## src/length_framed_bit_receiver_crc8_unit_defines.svh

```systemverilog
// Assertion macros shared by the length-framed bit receiver RTL.
`ifndef LENGTH_FRAMED_BIT_RECEIVER_CRC8_UNIT_DEFINES_SVH
`define LENGTH_FRAMED_BIT_RECEIVER_CRC8_UNIT_DEFINES_SVH

`ifndef SYNTHESIS
// Check that a property holds on every clock edge outside reset.
`define LFBR_ASSERT(lbl, clk, rst_n, prop, msg) \
    lbl: assert property (@(posedge clk) disable iff (!(rst_n)) (prop)) \
        else $error(msg);
// Check that a condition never occurs outside reset.
`define LFBR_ASSERT_NEVER(lbl, clk, rst_n, cond, msg) \
    lbl: assert property (@(posedge clk) disable iff (!(rst_n)) !(cond)) \
        else $error(msg);
`else
`define LFBR_ASSERT(lbl, clk, rst_n, prop, msg)
`define LFBR_ASSERT_NEVER(lbl, clk, rst_n, cond, msg)
`endif

`endif

```

## src/lfbr_pkg.sv

```systemverilog
// Shared types, constants and the CRC-8 byte fold for the bit receiver.
package lfbr_pkg;

    localparam int BYTE_W            = 8;
    localparam int BIT_CNT_W         = $clog2(BYTE_W);
    localparam int HEADER_SKIP_BYTES = 5;
    localparam int LENGTH_END_BIT    = 32;
    localparam int LEN_END_BYTES     = LENGTH_END_BIT / BYTE_W;
    localparam int LEN_BYTE_IDX      = LEN_END_BYTES - 1;

    localparam logic [BYTE_W-1:0]    CRC_POLY_RESET = 8'd7;
    localparam logic [BIT_CNT_W-1:0] LAST_BIT_POS   = BIT_CNT_W'(BYTE_W - 1);

    localparam int Q_DEPTH = 2;
    localparam int Q_PTR_W = $clog2(Q_DEPTH);
    localparam int Q_CNT_W = $clog2(Q_DEPTH + 1);

    typedef struct packed {
        logic              valid;
        logic [BYTE_W-1:0] data;
    } t_byte_item;

    // MSB-first CRC-8 update of one byte, implicit x^8 term.
    function automatic logic [BYTE_W-1:0] crc_fold(
        input logic [BYTE_W-1:0] rem,
        input logic [BYTE_W-1:0] data,
        input logic [BYTE_W-1:0] poly
    );
        logic [BYTE_W-1:0] r;
        r = rem ^ data;
        for (int i = 0; i < BYTE_W; i++) begin
            if (r[BYTE_W-1]) begin
                r = {r[BYTE_W-2:0], 1'b0} ^ poly;
            end else begin
                r = {r[BYTE_W-2:0], 1'b0};
            end
        end
        return r;
    endfunction

endpackage

```

## src/lfbr_front.sv

```systemverilog
// Front end: gathers line bits MSB first and pushes each finished byte.
module lfbr_front
    import lfbr_pkg::*;
(
    input  logic       i_clk,
    input  logic       i_rst_n,
    input  logic       i_valid,
    input  logic       i_line_bit,
    input  logic       i_q_full,
    output logic       o_ready,
    output t_byte_item o_push
);

    logic [BYTE_W-2:0]    r_shift;
    logic [BYTE_W-2:0]    n_shift;
    logic [BIT_CNT_W-1:0] r_bit_cnt;
    logic [BIT_CNT_W-1:0] n_bit_cnt;
    logic                 w_accept;

    // Stall only the bit that would complete a byte into a full queue.
    assign o_ready  = !(i_q_full && (r_bit_cnt == LAST_BIT_POS));
    assign w_accept = i_valid && o_ready;

    assign o_push.valid = w_accept && (r_bit_cnt == LAST_BIT_POS);
    assign o_push.data  = {r_shift, i_line_bit};

    always_comb begin
        n_shift   = r_shift;
        n_bit_cnt = r_bit_cnt;
        if (w_accept) begin
            n_shift   = {r_shift[BYTE_W-3:0], i_line_bit};
            n_bit_cnt = r_bit_cnt + 1'b1;
        end
    end

    always_ff @(posedge i_clk) begin
        if (!i_rst_n) begin
            r_bit_cnt <= '0;
        end else begin
            r_bit_cnt <= n_bit_cnt;
        end
    end

    always_ff @(posedge i_clk) begin
        r_shift <= n_shift;
    end

endmodule

```

## src/lfbr_queue.sv

```systemverilog
// Two-entry byte queue between the bit gatherer and the frame logic.
`include "length_framed_bit_receiver_crc8_unit_defines.svh"
module lfbr_queue
    import lfbr_pkg::*;
(
    input  logic       i_clk,
    input  logic       i_rst_n,
    input  t_byte_item i_push,
    input  logic       i_pop,
    output t_byte_item o_head,
    output logic       o_full
);

    logic [BYTE_W-1:0]  r_mem [Q_DEPTH];
    logic [Q_PTR_W-1:0] r_wr_ptr;
    logic [Q_PTR_W-1:0] r_rd_ptr;
    logic [Q_CNT_W-1:0] r_count;
    logic [Q_PTR_W-1:0] n_wr_ptr;
    logic [Q_PTR_W-1:0] n_rd_ptr;
    logic [Q_CNT_W-1:0] n_count;

    assign o_full       = (r_count == Q_CNT_W'(Q_DEPTH));
    assign o_head.valid = (r_count != '0);
    assign o_head.data  = r_mem[r_rd_ptr];

    always_comb begin
        n_wr_ptr = r_wr_ptr;
        n_rd_ptr = r_rd_ptr;
        n_count  = r_count;
        if (i_push.valid) begin
            n_wr_ptr = (r_wr_ptr == Q_PTR_W'(Q_DEPTH - 1)) ? '0 : r_wr_ptr + 1'b1;
        end
        if (i_pop) begin
            n_rd_ptr = (r_rd_ptr == Q_PTR_W'(Q_DEPTH - 1)) ? '0 : r_rd_ptr + 1'b1;
        end
        if (i_push.valid && !i_pop) begin
            n_count = r_count + 1'b1;
        end else if (!i_push.valid && i_pop) begin
            n_count = r_count - 1'b1;
        end
    end

    always_ff @(posedge i_clk) begin
        if (!i_rst_n) begin
            r_wr_ptr <= '0;
            r_rd_ptr <= '0;
            r_count  <= '0;
        end else begin
            r_wr_ptr <= n_wr_ptr;
            r_rd_ptr <= n_rd_ptr;
            r_count  <= n_count;
        end
    end

    always_ff @(posedge i_clk) begin
        if (i_push.valid) begin
            r_mem[r_wr_ptr] <= i_push.data;
        end
    end

    `LFBR_ASSERT_NEVER(a_no_overflow, i_clk, i_rst_n, i_push.valid && o_full, "queue overflow")
    `LFBR_ASSERT_NEVER(a_no_underflow, i_clk, i_rst_n, i_pop && (r_count == '0), "queue underflow")
    `LFBR_ASSERT(a_pop_drains, i_clk, i_rst_n, (i_pop && !i_push.valid) |=> (r_count == $past(r_count) - 1'b1), "queue count did not drop on pop")

endmodule

```

## src/lfbr_back.sv

```systemverilog
// Back end: byte framing, length capture, CRC-8 check and output register.
`include "length_framed_bit_receiver_crc8_unit_defines.svh"
module lfbr_back
    import lfbr_pkg::*;
(
    input  logic              i_clk,
    input  logic              i_rst_n,
    input  t_byte_item        i_head,
    input  logic [BYTE_W-1:0] i_crc_poly,
    output logic              o_pop,
    output logic              o_valid,
    input  logic              i_ready,
    output logic [BYTE_W-1:0] o_byte_value,
    output logic              o_frame_end,
    output logic              o_crc_ok
);

    logic [BYTE_W-1:0] r_byte_idx;
    logic [BYTE_W-1:0] r_frame_len;
    logic [BYTE_W-1:0] r_crc;
    logic [BYTE_W-1:0] n_byte_idx;
    logic [BYTE_W-1:0] n_frame_len;
    logic [BYTE_W-1:0] n_crc;

    logic              r_out_valid;
    logic [BYTE_W-1:0] r_out_byte;
    logic              r_out_end;
    logic              r_out_ok;

    logic              w_is_len;
    logic              w_short;
    logic              w_exact;
    logic              w_crc_match;
    logic              w_last;
    logic              w_ok;
    logic              w_fold;
    logic [BYTE_W:0]   w_idx_next;

    // Take the next byte when the output register is free or being drained.
    assign o_pop = i_head.valid && (!r_out_valid || i_ready);

    assign w_is_len    = (r_byte_idx == BYTE_W'(LEN_BYTE_IDX));
    assign w_short     = (i_head.data < BYTE_W'(LEN_END_BYTES));
    assign w_exact     = (i_head.data == BYTE_W'(LEN_END_BYTES));
    assign w_crc_match = (r_crc == i_head.data);
    assign w_idx_next  = {1'b0, r_byte_idx} + 1'b1;

    always_comb begin
        if (w_is_len) begin
            w_last = w_short || w_exact;
            w_ok   = w_exact && w_crc_match;
        end else begin
            w_last = (r_byte_idx > BYTE_W'(LEN_BYTE_IDX))
                  && (w_idx_next == {1'b0, r_frame_len});
            w_ok   = w_crc_match;
        end
    end

    assign w_fold = !w_last && (r_byte_idx >= BYTE_W'(HEADER_SKIP_BYTES));

    always_comb begin
        n_byte_idx  = r_byte_idx;
        n_frame_len = r_frame_len;
        n_crc       = r_crc;
        if (o_pop) begin
            if (w_last) begin
                n_byte_idx  = '0;
                n_frame_len = '0;
                n_crc       = '0;
            end else begin
                n_byte_idx = w_idx_next[BYTE_W-1:0];
                if (w_is_len) begin
                    n_frame_len = i_head.data;
                end
                if (w_fold) begin
                    n_crc = crc_fold(r_crc, i_head.data, i_crc_poly);
                end
            end
        end
    end

    always_ff @(posedge i_clk) begin
        if (!i_rst_n) begin
            r_byte_idx  <= '0;
            r_frame_len <= '0;
            r_crc       <= '0;
            r_out_valid <= 1'b0;
        end else begin
            r_byte_idx  <= n_byte_idx;
            r_frame_len <= n_frame_len;
            r_crc       <= n_crc;
            if (o_pop) begin
                r_out_valid <= 1'b1;
            end else if (i_ready) begin
                r_out_valid <= 1'b0;
            end
        end
    end

    always_ff @(posedge i_clk) begin
        if (o_pop) begin
            r_out_byte <= i_head.data;
            r_out_end  <= w_last;
            r_out_ok   <= w_last && w_ok;
        end
    end

    assign o_valid      = r_out_valid;
    assign o_byte_value = r_out_byte;
    assign o_frame_end  = r_out_end;
    assign o_crc_ok     = r_out_ok;

    `LFBR_ASSERT(a_ok_needs_end, i_clk, i_rst_n, (r_out_valid && r_out_ok) |-> r_out_end, "crc_ok without frame_end")
    `LFBR_ASSERT(a_end_restarts, i_clk, i_rst_n, (o_pop && w_last) |=> ((r_byte_idx == '0) && (r_crc == '0)), "frame state not cleared at frame end")
    `LFBR_ASSERT(a_len_bounds_idx, i_clk, i_rst_n, (r_frame_len != '0) |-> (r_byte_idx < r_frame_len), "byte index ran past frame length")

endmodule

```

## src/length_framed_bit_receiver_crc8_unit.sv

```systemverilog
// Top level of the length-framed bit receiver with CRC-8 check.
//   Input channel (i_valid / o_ready / i_line_bit) takes one sampled line
//   bit per item, most significant bit of each byte first. One item can be
//   accepted every cycle while o_ready is high.
//   Output channel (o_valid / i_ready) delivers one item per completed byte:
//   o_byte_value, o_frame_end on the last byte of a frame, and o_crc_ok on
//   that last byte when the CRC-8 over bytes 5 through length-2 matches it.
//   Byte 3 of each frame is the frame length in bytes; a length of 4 or
//   less ends the frame at byte 3 with o_crc_ok low.
//   A finished byte passes through the queue and then the output register
//   before it is presented on the output; a stalled output register holds
//   it back. The output register can take a new byte while handing one off.
//   i_cfg_wr_en / i_cfg_wr_data write the CRC polynomial (x^8 implicit);
//   write only while the block is idle.
//   Reset (synchronous, active low) clears the frame state, empties the
//   queue, drops any pending result and restores polynomial 0x07.
//   When the receiver stalls, the output register holds its item, the
//   two-byte queue fills, and o_ready falls only for a bit that would
//   complete a byte with the queue full.
module length_framed_bit_receiver_crc8_unit
    import lfbr_pkg::*;
(
    input  logic              i_clk,
    input  logic              i_rst_n,
    input  logic              i_valid,
    output logic              o_ready,
    input  logic              i_line_bit,
    output logic              o_valid,
    input  logic              i_ready,
    output logic [BYTE_W-1:0] o_byte_value,
    output logic              o_frame_end,
    output logic              o_crc_ok,
    input  logic              i_cfg_wr_en,
    input  logic [BYTE_W-1:0] i_cfg_wr_data
);

    logic [BYTE_W-1:0] r_crc_poly;
    t_byte_item        w_push;
    t_byte_item        w_head;
    logic              w_q_full;
    logic              w_pop;

    // Hold the polynomial; a write takes effect on the next byte.
    always_ff @(posedge i_clk) begin
        if (!i_rst_n) begin
            r_crc_poly <= CRC_POLY_RESET;
        end else if (i_cfg_wr_en) begin
            r_crc_poly <= i_cfg_wr_data;
        end
    end

    // Gather bits into bytes.
    lfbr_front u_front (
        .i_clk      (i_clk),
        .i_rst_n    (i_rst_n),
        .i_valid    (i_valid),
        .i_line_bit (i_line_bit),
        .i_q_full   (w_q_full),
        .o_ready    (o_ready),
        .o_push     (w_push)
    );

    // Decouple the bit side from the frame side.
    lfbr_queue u_queue (
        .i_clk   (i_clk),
        .i_rst_n (i_rst_n),
        .i_push  (w_push),
        .i_pop   (w_pop),
        .o_head  (w_head),
        .o_full  (w_q_full)
    );

    // Frame, check and register each byte for the output channel.
    lfbr_back u_back (
        .i_clk        (i_clk),
        .i_rst_n      (i_rst_n),
        .i_head       (w_head),
        .i_crc_poly   (r_crc_poly),
        .o_pop        (w_pop),
        .o_valid      (o_valid),
        .i_ready      (i_ready),
        .o_byte_value (o_byte_value),
        .o_frame_end  (o_frame_end),
        .o_crc_ok     (o_crc_ok)
    );

endmodule
```

## config.mk

```make
export PLATFORM = sky130hd
export DESIGN_NAME = length_framed_bit_receiver_crc8_unit
export DESIGN_NICKNAME = d
export VERILOG_FILES = /design/src/lfbr_pkg.sv /design/src/lfbr_front.sv /design/src/lfbr_queue.sv /design/src/lfbr_back.sv /design/src/length_framed_bit_receiver_crc8_unit.sv
export VERILOG_INCLUDE_DIRS = /design/src /design/src/src
export SDC_FILE = /design/constraint.sdc
export NUM_CORES = 1
export LEC_CHECK = 0
export ABC_CLOCK_PERIOD_IN_PS = 3950
export BUFFER_PORTS_ARGS = -buffer_cell sky130_fd_sc_hd__buf_4
export CAP_MARGIN = 20
export CORE_AREA = 10 10 143 145
export CTS_CLUSTER_SIZE = 16
export DETAILED_ROUTE_END_ITERATION = 8
export DIE_AREA = 0 0 153 155
export RECOVER_POWER = 100
export SYNTH_ARGS = -nofsm -noshare
export SYNTH_HDL_FRONTEND = slang
export SYNTH_SLANG_ARGS = --single-unit
```

## constraint.sdc

```tcl
create_clock -name i_clk -period 3.95 [get_ports i_clk]
set_input_delay 0.1975 -clock i_clk [delete_from_list [all_inputs] [get_ports i_clk]]
set_output_delay 0.1975 -clock i_clk [all_outputs]
set_load 0.03 [all_outputs]
```

# Word-level counts from Yosys, hierarchy flattened
# Memories as Yosys holds them, arrays and structs flattened. A register that Yosys moved wholly into a read port is not among the register bits.
# Index checks and enable logic that the tools add are counted.
# totals
reg_bits,57
mem_count,1
latch_bits,0
output_inout_bits,12
mem_bits_rw,16
rom_bits,0
word_cells,108
# memory_table
name,words,word_bits,rd,rd_clocked_by_memory_dff,write_ports,line_no,text
u_queue.r_mem,2,8,1,1,1,lfbr_queue.sv:14,logic [BYTE_W-1:0] r_mem [Q_DEPTH];
# classes
mul,0
n_reduce_logical,24
n_mux,46
magnitude_cmp,3
div_mod_pow,0
add_sub_neg,6
shift,0
n_bitwise,9
n_eq_ne,6
# ops
operator,n
8-bit 2-to-1 mux,34
8-bit bitwise XOR,9
1-bit logical AND,10
1-bit 2-to-1 mux,10
2-bit nonzero test,5
"8-bit by 1-bit adder with 9-bit output, second input constant",1
9-bit by 8-bit equality test with 1-bit output,1
"8-bit by 2-bit equality test with 1-bit output, second input constant",1
"8-bit by 3-bit equality test with 1-bit output, second input constant",1
8-bit equality test,1
"8-bit by 3-bit >= comparator with 1-bit output, second input constant",1
"8-bit by 2-bit > comparator with 1-bit output, second input constant",1
"8-bit by 3-bit < comparator with 1-bit output, second input constant",1
1-bit zero test,5
2-bit 2-to-1 mux,2
2-bit AND reduction,2
"3-bit by 1-bit adder with 3-bit output, second input constant",1
"3-bit equality test, second input constant",1
"1-bit adder, second input constant",2
"2-bit by 1-bit adder with 2-bit output, second input constant",1
"2-bit equality test, second input constant",1
1-bit logical OR,2
"2-bit by 1-bit subtractor with 2-bit output, second input constant",1

# Longest topological paths before layout
# Gate-level depths: netlist (run 1).
# depth
ltp_word,43
mapped_depth,16
ltp_nobuf,14

# By module
# Synthesis (run 1) repeated with hierarchy kept, for this count alone.
# hier_totals
cells_unflattened,510
hier_area_um2,4759.6
# by_module_without_submodules
module,cells_per_inst,instances,area_per_inst_um2
lfbr_back,412,1,3280.6
lfbr_queue,47,1,797.0
lfbr_front,26,1,387.9
length_framed_bit_receiver_crc8_unit,25,1,294.0

# Least setup slack after synthesis (run 1)
# OpenSTA, ideal clock, no wires.
# synth_timing
kind,reg-to-reg
from,register with a tool-made name
to,register u_back.r_crc[7]
t_required_ps,3879
path_slack_ps,149
arrival_time_ps,3731
stages_incl_launch_ff,13
setup_ps,71
period_less_slack_ps,3801
path_cell_list,dfxtp_1 mux2i_4 xor2_2 nor3_1 or4_4 nand3_1 xnor3_2 xor2_1 o21ai_0 a311o_1 a31oi_1 xor3_1 o21ai_1
# synth_rtl
item,line_no,text
to (signal assigned),lfbr_back.sv:91,r_crc <= n_crc;
to (decl),lfbr_back.sv:20,logic [BYTE_W-1:0] r_crc;

==> results of run 1 <==
==> worst register-to-register path, cell delays in order, from the launching register on <==
cell and delay, ns:
dfxtp_4 0.38, mux2i_4 0.29, buf_6 0.15, xor2_4 0.19
buf_4 0.19, nand2_1 0.10, o311ai_1 0.37, buf_4 0.18
xnor2_1 0.13, xnor2_1 0.11, xnor2_1 0.25, xnor3_2 0.34
a32oi_2 0.28, a21oi_2 0.14, o21ai_0 0.19, xor3_1 0.43
o21ai_1 0.11
==> registers in the layout (all words and copies together), names as in the netlist, named ones only <==
signal and count:
u_back.o_frame_end 1, u_queue.r_wr_ptr 1, u_front.r_bit_cnt 3, u_queue.r_count 2, u_back.r_crc 8, u_back.r_byte_idx 8
u_back.o_valid 1, u_back.o_crc_ok 1, u_back.o_byte_value 8, u_front.r_shift 7, u_back.r_frame_len 8, u_queue.r_rd_ptr 1
r_crc_poly 8, u_queue.r_mem 16
==> cells by family (layout without fill, tap and decap cells) <==
| group | after synthesis | count (layout) | synth area share, % |
|---|---|---|---|
| adders and majority gates | 6 | 6 | 1.62 |
| xor gates and xnor gates | 57 | 57 | 14.1 |
| muxes | 19 | 19 | 4.58 |
| DFF | 74 | 74 | 39.0 |
| AOI/OAI and AO/OA | 114 | 114 | 16.3 |
| buffers and inverters | 48 | 107 | 4.04 |
| and+or+nand+nor | 183 | 183 | 20.4 |
==> where the power goes <==
| part | switching [mW] | internal, mW | total [mW] | leakage, nW |
|---|---|---|---|---|
| logic | 0.870 | 0.771 | 1.64 | 1.37 |
| registers | 0.0634 | 0.908 | 0.971 | 0.641 |
| clock network | 0.330 | 0.558 | 0.888 | 0.157 |
==> what timing repair did <==
action / 4_1_cts / 5_1_grt
setup endpoints to repair: 5 / 8
setup buffers: 0 / 5
gates resized for setup: 3 / 14
pin swaps: 0 / 6
hold buffers: 0 / 0
==> cells in the mapped netlist, drive strengths merged, types with 3 or more instances <==
library cell and count:
a21oi 26, nor3 21, o211ai 9, ha 6, nor2b 20, o21a 3
or2 3, o211a 3, inv 19, a211oi 4, nand2 55, mux2i 17
edfxtp 33, nand4 5, a21boi 5, nor3b 4, nor2 23, nand3 19
xnor3 4, buf 6, clkbuf 22, xor2 19, xnor2 30, and3 7
or3 6, and2 11, a311o 4, o21ai 32, a31oi 5, dfxtp 41
xor3 4
==> how the worst max path moves through the flow <==
stage	to	slack, ns	depth (start not counted)
2_1_floorplan	u_back.r_crc[7]$_SDFFE_PN0P_	0.15	12
3_3_place_gp	u_back.r_crc[7]$_SDFFE_PN0P_	-0.12	12
3_5_place_dp	u_back.r_crc[7]$_SDFFE_PN0P_	-0.12	13
4_1_cts	u_back.r_crc[7]$_SDFFE_PN0P_	0.07	15
5_1_grt	u_back.r_crc[7]$_SDFFE_PN0P_	-0.07	16
6_report	u_back.r_crc[7]$_SDFFE_PN0P_	0.05	16
==> per-layer routing <==
layer / wire length [um] / vias to the layer above / GRT usage (%) / part of all wire [%]
li1: - / 1910 / - / -
met1: 5120 / 1832 / 11.7 / 43
met2: 6100 / 101 / 17.5 / 51
met3: 436 / 23 / 1.65 / 3.6
met4: 303 / 0 / 4.22 / 2.5
met5: 0 / - / 0 / 0
==> final cells by class <==
class	count	share of cell area, %
clock inverters	7	1.73
multi-input cells	379	47.5
well taps	229	5.01
flip-flops and latches	74	31.7
repair buffers	71	8.81
clock buffers	9	3.94
inverters	20	1.31
==> impl_metrics.py, run 1 <==
metrics = {
    "sta": {
        "fmax_mhz": 256,
        "fin_crit_sh_pct": 98.8,
        "post-route-min-period_ns": 3.90,
        "setup_viol_count_final": 0,
        "grt_setup_unrepaired": "yes",
        "skew_ns": 0.00652,
        "slew_violations": 0,
        "worst_slack_ns": 0.0457,
        "worst_pin_slew_ns": 0.769,
        "whs_ns": 0.0748,
        "setup_tns_ns": 0,
        "hold_viol_final": 0,
        "slew_headroom_pct": 48.6,
    },
    "clocking": {
        "clock_latency_ns": 0.34,
        "clockBufferDepth": 2,
        "clkSlewWorstSetupHoldPaths_ns": 0.06,
        "cts_max_level": 3,
        "cts-root-buf": "clkbuf_16",
        "cts_tree": "done",
        "clock-sinks": 74,
        "cts-buffers-inserted": 9,
    },
    "floorplan": {
        "rows": 49,
        "die_w_um": 153,
        "die_h_um": 155,
        "die-area_sq_mm": 0.0237,
        "core_sq_mm": 0.0177,
        "initial_core_util_pct": 26.3,
        "io_pins": 26,
    },
    "worst_setup_path": {
        "critical_path_arrival_ns": 4.18,
        "timing.rr.end": "u_back.r_crc[7]$_SDFFE_PN0P_",
        "crit_path_start_kind": "flop",
        "crit_top_cell": "xnor2_1",
        "crit_path_top_delay_cell": "xor3_1",
        "cpPeakStageDelay_ns": 0.43,
        "r2r.worst_path.cells": 16,
        "critical_path.cell_chain": "mux2i_4, buf_6, xor2_4, buf_4, nand2_1, o311ai_1, buf_4, xnor2_1, xnor2_1, xnor2_1, xnor3_2, a32oi_2, a21oi_2, o21ai_0, xor3_1, o21ai_1",
        "crit_path_end_kind": "flop",
        "critPathKind": "flop to flop",
        "path_buf_inv": 3,
        "worst_path_dominant_cell_family": "XOR/XNOR gates",
        "crit_fanout": 7,
        "reg2reg_slack_ns": 0.05,
        "cp.required_ns": 4.22,
    },
    "placement": {
        "place_hpwl_mm": 8.82,
        "placed_cell_area_sq_mm": 0.00532,
        "finalWeightedCongestion": 0.879,
        "io_buffers": 25,
        "dp.cells": 768,
        "place_ws_ns": -0.118,
    },
    "drt": {
        "firstDrtPassIters": 4,
        "postRouteAntennaNets": 0,
        "vias": 3866,
        "wl_per_cell_um": 15.2,
        "drc": 0,
        "drt-total-wl_mm": 12.0,
        "drt-vias-per-instance": 4.90,
        "drt_iter0_drc": 403,
    },
    "global_route": {
        "grt_pass1_wl_mm": 19.4,
        "grt_max_degree": 37,
        "overflow": 0,
        "grt_pass1_vias": 3719,
        "grt.total_usage_pct": 9.95,
        "antenna_found_initial": 0,
    },
    "cells_and_area": {
        "mostFrequentLayoutCell": "buf_4",
        "multi_input_area_sq_mm": 0.00272,
        "final-seq-area_sq_mm": 0.00182,
        "synthToLayoutAreaGrowth_pct": 23.3,
        "diodes": 0,
        "finish.instance_area_sq_mm": 0.00572,
        "finalNonFillerCells": 789,
        "fin_nets": 575,
        "finish.utilization_pct": 32.4,
        "drive_above_1_share_pct": 19.5,
        "layout_common_cells": "buf_4, nand2_1, dfxtp_1",
        "fillCellCount": 1857,
    },
    "worst_hold_path": {
        "hold_class": "input pin to flop",
        "min_from": "i_cfg_wr_data[0]",
        "holdPathStages": 3,
        "worst_hold_path.endpoint": "r_crc_poly[0]$_SDFFE_PN1P_",
    },
    "synthesis": {
        "ys_seq_elements": 74,
        "yosysUniqueCellTypes": 72,
        "yosysTopAreaCell": "edfxtp_1",
        "syn_area_sq_mm": 0.00464,
        "synth_fp_nets": 521,
        "yosys-top-cells-area": "edfxtp_1, dfxtp_1, xnor2_1",
        "ys.flop_type": "dfxtp_1",
        "yosysSeqAreaShare_pct": 39.0,
        "syn_area_per_cell_sq_um": 9.27,
        "ys_warn_count": 0,
        "yosysTopAreaCellShare_pct": 21.3,
        "async_reset_ff_share_pct": 0,
        "synth-edff-count": 33,
        "synth_cells": 501,
    },
    "power": {
        "finalPower_mw": 3.50,
        "p_per_area_mw_per_mm2": 612,
        "power_leakage_nw": 2.17,
        "ir_drop_uv": 299,
    },
    "run_status": {
        "outcome": "complete, no violations",
    },
    "job": {
        "cap_violations": 0,
    },
}
(Power assumes the default switching activity.)
==> run 2: changes to the inputs <==
--- a/config.mk
+++ b/config.mk
@@ -6,13 +6,14 @@
 export SDC_FILE = /design/constraint.sdc
 export NUM_CORES = 1
 export LEC_CHECK = 0
+export ABC_AREA = 1
 export ABC_CLOCK_PERIOD_IN_PS = 3950
 export BUFFER_PORTS_ARGS = -buffer_cell sky130_fd_sc_hd__buf_4
 export CAP_MARGIN = 20
-export CORE_AREA = 10 10 143 145
+export CORE_AREA = 10 10 102 195
 export CTS_CLUSTER_SIZE = 16
 export DETAILED_ROUTE_END_ITERATION = 8
-export DIE_AREA = 0 0 153 155
+export DIE_AREA = 0 0 112 205
 export RECOVER_POWER = 100
 export SYNTH_ARGS = -nofsm -noshare
 export SYNTH_HDL_FRONTEND = slang
==> run 2 against run 1 <==
  * Utilization shrank 1.7 points
  * Power down 3.6%
  * Flip-flop and latch count unchanged
  * Hold slack got worse by 0.0095 ns
  * Synthesized cell count rose by 23%
  * Largest cell class unchanged
  * Sequential power is 0.5% higher
==> impl_metrics.py, run 2 <==
metrics = {
    "drt": {
        "wl_per_cell_um": 13.9,
        "dr_wl_met2_mm": 6.78,
        "drc": 0,
        "top_layer": "met4",
        "met1Wirelength_mm": 4.14,
        "drt_iter0_drc": 237,
        "wl_met3_um": 364,
        "postRouteAntennaNets": 0,
        "drt-total-wl_mm": 11.9,
        "vias": 3948,
        "drt-vias-per-instance": 4.62,
        "firstDrtPassIters": 4,
    },
    "worst_setup_path": {
        "crit_path_top_delay_cell": "dfxtp_1",
        "cpPeakStageDelay_ns": 0.36,
        "crit_fanout": 15,
        "crit_top_cell": "nand2_1",
        "crit_path_end_kind": "flop",
        "timing.rr.end": "u_back.r_crc[4]$_SDFFE_PN0P_",
        "cp_num_cells": 23,
        "cp.required_ns": 4.22,
        "worst_path_dominant_cell_family": "simple AND/OR/NAND/NOR gates",
        "path_buf_inv": 1,
        "critical_path_arrival_ns": 3.76,
        "critPathKind": "flop to flop",
        "crit_path_start_kind": "flop",
        "reg2reg_slack_ns": 0.46,
        "r2r.worst_path.cells": 23,
        "critical_path.cell_chain": "buf_4, o21ai_0, nand2_1, nand2_1, nand3_1, nand2_1, xor2_1, nand2_2, nand2_4, nand3_1, nand2_4, nand3_2, nand2_4, nand2_2, nand2_2, nand2_2, nor2_1, nand2_1, nand2_4, nand2_1, nand2_1, nand3_1, a21oi_1",
    },
    "sta": {
        "fmax_mhz": 286,
        "hold_viol_final": 0,
        "slew_headroom_pct": 36.0,
        "setup_tns_ns": 0,
        "whs_ns": 0.0653,
        "slew_violations": 0,
        "worst_pin_slew_ns": 0.959,
        "setup_viol_count_final": 0,
        "fin_crit_sh_pct": 88.4,
        "post-route-min-period_ns": 3.49,
        "grt_setup_unrepaired": "no",
        "skew_ns": 0.0107,
    },
    "clocking": {
        "clock-sinks": 74,
        "hold_buffers": 0,
        "clkSlewWorstSetupHoldPaths_ns": 0.07,
        "clock_latency_ns": 0.35,
        "clockBufferDepth": 2,
        "cts-buffers-inserted": 9,
        "cts_tree": "done",
        "cts-root-buf": "clkbuf_16",
        "cts_max_level": 3,
    },
    "synthesis": {
        "ys_seq_elements": 74,
        "netlist_top_cells_count": "nand2_1, nand3_1, inv_1",
        "synth.most_common_cell": "nand2_1",
        "async_reset_ff_share_pct": 0,
        "syn_area_per_cell_sq_um": 7.24,
        "synth_cells": 614,
        "ys.flop_type": "dfxtp_1",
        "yosysTopAreaCell": "edfxtp_1",
        "yosysUniqueCellTypes": 33,
        "yosys-top-cells-area": "edfxtp_1, dfxtp_1, nand2_1",
        "yosysTopAreaCellShare_pct": 22.3,
        "synth-edff-count": 33,
        "ys_warn_count": 0,
        "synth_fp_nets": 634,
        "yosysSeqAreaShare_pct": 40.7,
        "syn_area_sq_mm": 0.00445,
    },
    "worst_hold_path": {
        "min_from": "i_cfg_wr_data[2]",
        "holdPathStages": 3,
        "worst_hold_path.endpoint": "r_crc_poly[2]$_SDFFE_PN1P_",
        "hold_class": "input pin to flop",
    },
    "global_route": {
        "grt_pass1_wl_mm": 19.0,
        "overflow": 0,
        "grt_pass1_vias": 3723,
        "grt_max_degree": 22,
        "antenna_found_initial": 0,
        "grt.total_usage_pct": 10.5,
    },
    "placement": {
        "place_hpwl_mm": 9.28,
        "finalWeightedCongestion": 0.911,
        "placed_cell_area_sq_mm": 0.00487,
        "io_buffers": 25,
    },
    "floorplan": {
        "initial_core_util_pct": 26.7,
        "io_pins": 26,
        "die_h_um": 205,
        "rows": 67,
        "die_w_um": 112,
        "die-area_sq_mm": 0.0230,
        "core_sq_mm": 0.0167,
    },
    "cells_and_area": {
        "largest_reg_flops": 16,
        "finish.instance_area_sq_mm": 0.00513,
        "fillCellCount": 1807,
        "diodes": 0,
        "layout_common_cells": "nand2_1, nand3_1, inv_1",
        "fin_nets": 663,
        "finish.utilization_pct": 30.7,
        "synthToLayoutAreaGrowth_pct": 15.3,
        "largest_register": "u_queue.r_mem",
        "drive_above_1_share_pct": 11.1,
        "mostFrequentLayoutCell": "nand2_1",
    },
    "job": {
        "cap_violations": 0,
    },
    "power": {
        "power_leakage_nw": 2.16,
        "ir_drop_uv": 214,
        "p_per_area_mw_per_mm2": 658,
    },
    "run_status": {
        "outcome": "complete, no violations",
    },
}
==> run 2: worst reg2reg max path: stages, from the launching register on <==
cell,delay [ns]
dfxtp_1,0.36
buf_4,0.17
o21ai_0,0.36
nand2_1,0.14
nand2_1,0.12
nand3_1,0.07
nand2_1,0.17
xor2_1,0.20
nand2_2,0.10
nand2_4,0.14
nand3_1,0.16
nand2_4,0.18
nand3_2,0.12
nand2_4,0.16
nand2_2,0.07
nand2_2,0.14
nand2_2,0.09
nor2_1,0.09
nand2_1,0.09
nand2_4,0.14
nand2_1,0.07
nand2_1,0.08
nand3_1,0.07
a21oi_1,0.12
==> run 2: area by class of cell <==
class,instances,area [sq um],share of cell area (%)
Multi-Input combinational cell,449,2270,44.3
Inverter,72,270,5.27
Sequential cell,74,1810,35.3
Clock inverter,7,85.1,1.66
Timing Repair Buffer,37,206,4.03
Tap cell,207,259,5.05
Clock buffer,9,225,4.39
==> run 2: per-layer routing <==
metal,track usage (%),vias to the layer above
met1,9.02,1793
li1,-,2051
met2,20.9,72
met5,0,-
met4,7.47,0
met3,1.76,32
==> run 2: repair_timing <==
item / in CTS / in global routing
resized for setup: 0 / 3
endpoints found under the setup margin: 0 / 7
setup buffers: 0 / 0
==> run 2: kinds of logic (layout without fill, tap and decap cells) <==
group | Yosys count | in the layout | synth area share [%]
AND/OR/NAND/NOR | 336 | 336 | 33.9
buffers and inverters | 91 | 125 | 8.55
AO/OA/AOI/OAI | 78 | 78 | 9.23
flip-flops | 74 | 74 | 40.7
XOR/XNOR | 29 | 29 | 5.88
adder cells (fa/ha/maj) | 6 | 6 | 1.69
==> run 2: worst max-delay path by stage <==
stage	from	end	slack [ns]
after CTS	flop	u_back.r_crc[2]$_SDFFE_PN0P_	0.34
after global placement	flop	u_back.r_crc[1]$_SDFFE_PN0P_	0.46
after detailed placement	flop	u_back.r_crc[2]$_SDFFE_PN0P_	0.36
after floorplan	u_back.o_valid$_SDFFE_PN0P_	u_back.r_crc[0]$_SDFFE_PN0P_	1.10
final	flop	u_back.r_crc[4]$_SDFFE_PN0P_	0.46
after global routing	flop	u_back.r_crc[3]$_SDFFE_PN0P_	0.02
==> run 2: where the power goes <==
group          leakage, nW  internal [mW]  switching [mW]
clock                0.146          0.501           0.359
combinational         1.37          0.464            1.08
sequential           0.643          0.919          0.0562
total                 2.16           1.88            1.49
==> run 2: through the flow <==
| step | std cells | power (mW) | worst slack (ns) |
|---|---|---|---|
| after floorplan | 614 | 2.22 | 1.10 |
| after global placement | 839 | 2.57 | 0.465 |
| after detailed placement | 839 | 2.58 | 0.364 |
| after CTS | 855 | 3.46 | 0.345 |
| after global routing | 855 | 3.64 | 0.0186 |
| final | 855 | 3.37 | 0.458 |
==> run 3: changes to the inputs <==
--- a/config.mk
+++ b/config.mk
@@ -14,7 +14,6 @@
 export CTS_CLUSTER_SIZE = 16
 export DETAILED_ROUTE_END_ITERATION = 8
 export DIE_AREA = 0 0 112 205
-export RECOVER_POWER = 100
 export SYNTH_ARGS = -nofsm -noshare
 export SYNTH_HDL_FRONTEND = slang
 export SYNTH_SLANG_ARGS = --single-unit
==> run 3 against run 2 <==
  * Utilization up 0.43 points
  * Power up 1.9%
  * Critical path depth down 1
  * Largest cell class unchanged
  * Worst setup slack better by 0.043 ns
  * Sequential power about the same
  * Largest power group unchanged
  * Fmax up 1.2%
  * Combinational power up 4%
  * Register-to-register slack better by 0.04 ns
  * Non-clock buffer count unchanged
  * Critical endpoint is now u_back.r_crc[1]$_SDFFE_PN0P_
  * Wire length up 0.16%
  * Clock-buffer cell count unchanged
==> impl_metrics.py, run 3 (synthesis gave the netlist of run 2 again) <==
metrics = {
    "run_status": {
        "outcome": "complete, no violations",
    },
    "floorplan": {
        "core_sq_mm": 0.0167,
        "io_pins": 26,
        "rows": 67,
        "die_h_um": 205,
        "initial_core_util_pct": 26.7,
        "die_w_um": 112,
        "die-area_sq_mm": 0.0230,
    },
    "global_route": {
        "overflow": 0,
        "grt_pass1_wl_mm": 19.0,
        "grt_pass1_vias": 3723,
        "grt-busiest-layer": "met2",
        "met1_usage_pct": 9.02,
        "grt_max_degree": 22,
        "grtUsageMet2_pct": 20.9,
        "use_met3_pct": 1.76,
        "grt.total_usage_pct": 10.5,
        "antenna_found_initial": 0,
    },
    "drt": {
        "vias": 3945,
        "postRouteAntennaNets": 0,
        "wl_per_cell_um": 13.9,
        "drc": 0,
        "firstDrtPassIters": 4,
        "drt_iter0_drc": 234,
        "drt-vias-per-instance": 4.61,
        "drt-total-wl_mm": 11.9,
    },
    "cells_and_area": {
        "layout_common_cells": "nand2_1, nand3_1, inv_1",
        "mostFrequentLayoutCell": "nand2_1",
        "finalNonFillerCells": 855,
        "fillCellCount": 1786,
        "drive_above_1_share_pct": 14.0,
        "synthToLayoutAreaGrowth_pct": 16.9,
        "fin_nets": 663,
        "finish.instance_area_sq_mm": 0.00520,
        "diodes": 0,
        "largest_reg_flops": 16,
        "finish.utilization_pct": 31.2,
        "largest_register": "u_queue.r_mem",
    },
    "sta": {
        "worst_pin_slew_ns": 0.833,
        "skew_ns": 0.0120,
        "slew_violations": 0,
        "post-route-min-period_ns": 3.45,
        "fmax_mhz": 290,
        "grt_setup_unrepaired": "no",
        "fin_crit_sh_pct": 87.3,
        "setup_tns_ns": 0,
        "worst_slack_ns": 0.501,
        "setup_viol_count_final": 0,
        "whs_ns": 0.0552,
        "slew_headroom_pct": 44.3,
        "hold_viol_final": 0,
    },
    "power": {
        "finalPower_mw": 3.44,
        "power_leakage_nw": 2.23,
        "p_per_area_mw_per_mm2": 661,
        "ir_drop_uv": 214,
    },
    "worst_setup_path": {
        "cp.required_ns": 4.15,
        "critPathKind": "flop to flop",
        "crit_path_end_kind": "flop",
        "critical_path_arrival_ns": 3.65,
        "crit_path_start_kind": "flop",
        "crit_fanout": 15,
    },
    "placement": {
        "io_buffers": 25,
        "finalWeightedCongestion": 0.911,
        "place_hpwl_mm": 9.28,
        "placed_cell_area_sq_mm": 0.00487,
        "place_ws_ns": 0.364,
        "dp.cells": 839,
    },
    "job": {
        "cap_violations": 0,
    },
    "clocking": {
        "clkSlewWorstSetupHoldPaths_ns": 0.07,
        "cts-buffers-inserted": 9,
        "clockBufferDepth": 2,
        "clock_latency_ns": 0.35,
        "cts-root-buf": "clkbuf_16",
        "cts_max_level": 3,
        "cts_tree": "done",
        "clock-sinks": 74,
    },
    "worst_hold_path": {
        "hold_class": "input pin to flop",
    },
}
-- run 3: changes by cell type in the layout (fill, tap and decap cells not counted), sizes merged --
cell and delta:
clkbuf -19, buf +19
-- run 3: worst paths after layout --
path | start | to | slack (ns) | depth (start not counted)
worst max-delay path | flop | u_back.r_crc[1]$_SDFFE_PN0P_ | 0.50 | 22
worst min-delay path | i_line_bit | u_front.r_shift[0]$_DFFE_PP_ | 0.06 | 1
worst max register to register | flop | u_back.r_crc[1]$_SDFFE_PN0P_ | 0.50 | 22
worst min register to register | u_front.r_shift[6]$_DFFE_PP_ | u_queue.r_mem[0][7]$_DFFE_PP_ | 0.44 | 0
-- run 3: power breakdown --
part / leakage, nW / total (mW) / switching (mW) / internal [mW]
sequential: 0.643 / 0.976 / 0.0578 / 0.918
clock: 0.146 / 0.861 / 0.359 / 0.501
combinational: 1.44 / 1.60 / 1.08 / 0.526
total: 2.23 / 3.44 / 1.49 / 1.95
-- run 3: cell type report --
type                       instances  area [sq um]  share of cell area, %
tap                              207           259                   4.98
clock buffer                       9           225                   4.33
clock inverter                     7          85.1                   1.64
timing repair buffer              37           278                   5.34
inverter                          72           270                   5.20
sequential                        74          1810                   34.8
multi-input combinational        449          2270                   43.7
-- run 3: per-layer routing --
metal | vias to the layer above | part of all wire, %
met4 | 0 | 4.5
met5 | - | 0
met3 | 28 | 2.7
met2 | 63 | 57
li1 | 2052 | -
met1 | 1802 | 35
-- run 3: worst max-delay path: stages (launching register included) --
cell	delay [ns]
dfxtp_1	0.36
buf_4	0.17
o21ai_0	0.36
nand2_1	0.14
nand2_1	0.12
nand3_1	0.07
nand2_1	0.14
xor2_1	0.20
nand2_2	0.10
nand2_4	0.14
nand3_1	0.16
nand2_4	0.18
nand3_2	0.12
nand2_4	0.16
nand2_2	0.06
nand2_2	0.15
nand2_2	0.09
nor2_1	0.09
nand2_1	0.09
nand2_4	0.14
nand3_1	0.09
nand3_1	0.11
a21oi_1	0.06
-- run 3: repair_timing --
item / CTS / global route
gates resized for setup: 0 / 3
hold buffers: 0 / 0
endpoints found under the setup margin: 0 / 7
setup buffers: 0 / 0
